<file path="src/rtl/mpoc_ram.sv">
// generic single-write, single-read memory with registered read data
// no dependencies
module mpoc_ram #(
    parameter int W = 8,
    parameter int D = 16
) (
    input  logic                                i_clk,
    input  logic                                i_we,
    input  logic [(D > 1 ? $clog2(D) : 1)-1:0] i_waddr,
    input  logic [W-1:0]                        i_wdata,
    input  logic [(D > 1 ? $clog2(D) : 1)-1:0] i_raddr,
    output logic [W-1:0]                        o_rdata
);
    logic [W-1:0] r_mem [D];
    logic [W-1:0] r_rdata;

    // write port and registered read port
    always_ff @(posedge i_clk) begin
        if (i_we) begin
            r_mem[i_waddr] <= i_wdata;
        end
        r_rdata <= r_mem[i_raddr];
    end

    assign o_rdata = r_rdata;
endmodule

</file>
<file path="config.mk">
export PLATFORM = sky130hd
export DESIGN_NAME = mpoc_ram
export DESIGN_NICKNAME = d
export VERILOG_FILES = /design/src/rtl/mpoc_ram.sv
export SDC_FILE = /design/constraint.sdc
export NUM_CORES = 1
export LEC_CHECK = 0
export BUFFER_PORTS_ARGS = -buffer_cell sky130_fd_sc_hd__buf_2
export CAP_MARGIN = 30
export CORE_MARGIN = 1.5
export CORE_UTILIZATION = 50
export DETAILED_ROUTE_END_ITERATION = 12
export GPL_ROUTABILITY_DRIVEN = 1
export PLACE_DENSITY = 0.77
export SLEW_MARGIN = 20
export SYNTH_ARGS = -nofsm -noshare
export SYNTH_HDL_FRONTEND = slang
export SYNTH_SLANG_ARGS = --single-unit
export TNS_END_PERCENT = 50
</file>
<file path="constraint.sdc">
create_clock -name i_clk -period 1.8 [get_ports i_clk]
set_input_delay 0.09 -clock i_clk [delete_from_list [all_inputs] [get_ports i_clk]]
set_output_delay 0.09 -clock i_clk [all_outputs]
set_load 0.05 [all_outputs]
</file>
==> results.ini <==
[global_route]
antenna_found_initial=0
grt_first_pass_wirelength_um=15100
track_usage=0.191
grt_overflow=0
grt_max_degree=33
grt_pass1_vias=2600

[synthesis]
synthTopCellsByArea=edfxtp_1 (75%), mux4_2 (7.9%), mux4_1 (7.1%)
syn-cell-area_mm2=0.00515
netlist.top_cell.by_area=edfxtp_1
synth_nets=247
yosys.area.top_type_share=0.747
avgSynthCellArea_um2=22.5
synth_cells=229
synth_seq_area_share=0.778
synth_seq_cells=136
synth-warning-count=0
synth.distinct_cells=19

[timing]
post-route-period-util=0.774
finalHoldViolCount=0
worst_hold_slack_ns=0.113
setup_viol=0
period_needed_ns=1.39
setup_tns_ns=0
rsz0062_at_grt=no
fmax_mhz=718
slew_headroom=0.596
worst_slack_ns=0.406
skew_ns=0.00437
worstMarginPinSlew_ns=0.604
maxSlewViolCount=0

[placed_design]
place_hpwl_um=6030
dp.cells=397
placed_area_mm2=0.00553
gp_congestion=0.734
post-place-ws_ns=0.182
port_buffers=25

[worst_setup_path]
crit_required_ns=2.19
start_kind=flip-flop
end_kind=flip-flop
arrival_ns=1.78
reg2reg_from=r_mem[6][1]
crit_start=r_mem[6][1]
critPathMaxFanout=1
critPathKind=reg -> reg

[cells_and_area]
post-route-cell-area_mm2=0.00623
nNetsFinal=309
syn_to_final_growth_pct=21.1
layout.cells.non_filler=437
diodes=0
nFillCells=640
drive_gt1_frac=0.316

[power]
ir_drop_mv=0.693
p_leak_nw=2.14
power_density_mw_per_mm2=1210

[clocking]
cts.repair.resized=0
cts_tree=yes
ctsLongestPathBuffers=2
numCtsBuffers=17
clock-sinks=136
clkTransAtPathRegs_ns=0.06
cts_root_buf=clkbuf_8
worst_skew_pair.late_latency_ns=0.51
cts_max_level=4

[route]
drtPass1Iterations=4
drc_errors=0
vias_per_cell=5.68
drtIter0Drc=186
routed_wl_um=9490
wire_per_inst_um=21.7
route.antenna.remaining_nets=0
vias=2482

[floorplanning]
ios=26
die_x_um=104
placementRows=36
fp.dieH_um=104
fp.coreArea_mm2=0.00986
start_util=0.522
dieArea_mm2=0.0109

[worst_hold_path]
hp-class=in -> reg
min_from=i_raddr[2]

[outcome]
status=finished clean

[run]
cap_violations=0

==> cells in the final DEF, fill, tap and decap left out <==
cell type        n
nand3_1          1
clkbuf_16       16
clkinv_4         2
nor2_1          13
dlygate4sd3_1    8
edfxtp_1       128
buf_4           18
nand2_1          9
buf_2           25
dfxtp_1          8
mux4_2          18
or3b_2           1
clkbuf_8         2
nand3b_1         2
nor2b_1          1
mux4_1          14
clkinvlp_4       3
inv_6            3
nor3_1           4
a22oi_1         16
and2b_1          1
clkinv_2         2
and2_1           1
buf_12           2
nand2b_1         2
bufinv_16        4
==> cells in the mapped netlist <==
cell / n
edfxtp_1: 128
mux4_2: 18
a22oi_1: 16
mux4_1: 14
nor2_1: 13
nand2_1: 9
dfxtp_1: 8
nor3_1: 4
buf_2: 3
buf_6: 3
clkdlybuf4s25_2: 3
nand2b_1: 2
nand3b_1: 2
and2_1: 1
and2b_1: 1
buf_4: 1
nand3_1: 1
nor2b_1: 1
or3b_2: 1
==> registers in the layout, summed over array words and instances, names as in the netlist <==
| name | cells |
|---|---|
| r_mem | 128 |
| o_rdata | 8 |
==> repair_timing <==
action                                 in CTS  in global routing
buffers inserted                            0                  0
endpoints found under the hold margin     128                  0
hold buffers                                8                  0
==> where the power goes <==
| part | switching [W] | internal [W] |
|---|---|---|
| Sequential | 0.0000199 | 0.00354 |
| Combinational | 0.000256 | 0.000155 |
| Clock | 0.00128 | 0.00230 |
| Total | 0.00156 | 0.00599 |
==> kinds of logic after synthesis <==
family | Yosys count | synth area share
multiplexers | 32 | 0.150
buffers and inverters | 10 | 0.0168
AND/OR/NAND/NOR | 35 | 0.0318
AO/OA/AOI/OAI | 16 | 0.0233
flip-flops | 136 | 0.778
==> worst paths after layout <==
kind                      to  slack, ns  cells after the start
hold reg to reg   o_rdata[2]       0.67                      3
setup / recovery  o_rdata[1]       0.41                      3
setup reg to reg  o_rdata[1]       0.41                      3
hold / removal    o_rdata[0]       0.11                      4
==> worst max-delay path, cell delays in order (launching register included) <==
cell and delay, ns:
edfxtp_1 0.38, mux4_1 0.51, a22oi_1 0.28, nand2_1 0.11
==> routing by layer <==
layer,vias to the layer above,share of wire,GRT usage
met5,-,0,0
met1,1288,0.42,0.263
li1,1097,-,-
met4,0,0.0084,0.0595
met3,10,0.063,0.0514
met2,87,0.50,0.300
==> per-stage QoR <==
| step | utilization | total power (W) |
|---|---|---|
| final | 0.632 | 0.00755 |
| after CTS | 0.632 | 0.00760 |
| after floorplan | - | 0.00388 |
| after global placement | 0.560 | 0.00401 |
| after global routing | 0.632 | 0.00778 |
| after detailed placement | 0.560 | 0.00402 |
==> cell type report <==
cell class                 instances  area, um2  area share
tap                              133        166      0.0267
sequential                       136       4000       0.642
timing repair buffer              53        380      0.0610
clock buffer                      18        428      0.0687
multi-input combinational         83       1060       0.170
clock inverter                    14        196      0.0315
No activity file was read; power rests on OpenSTA's default activity.
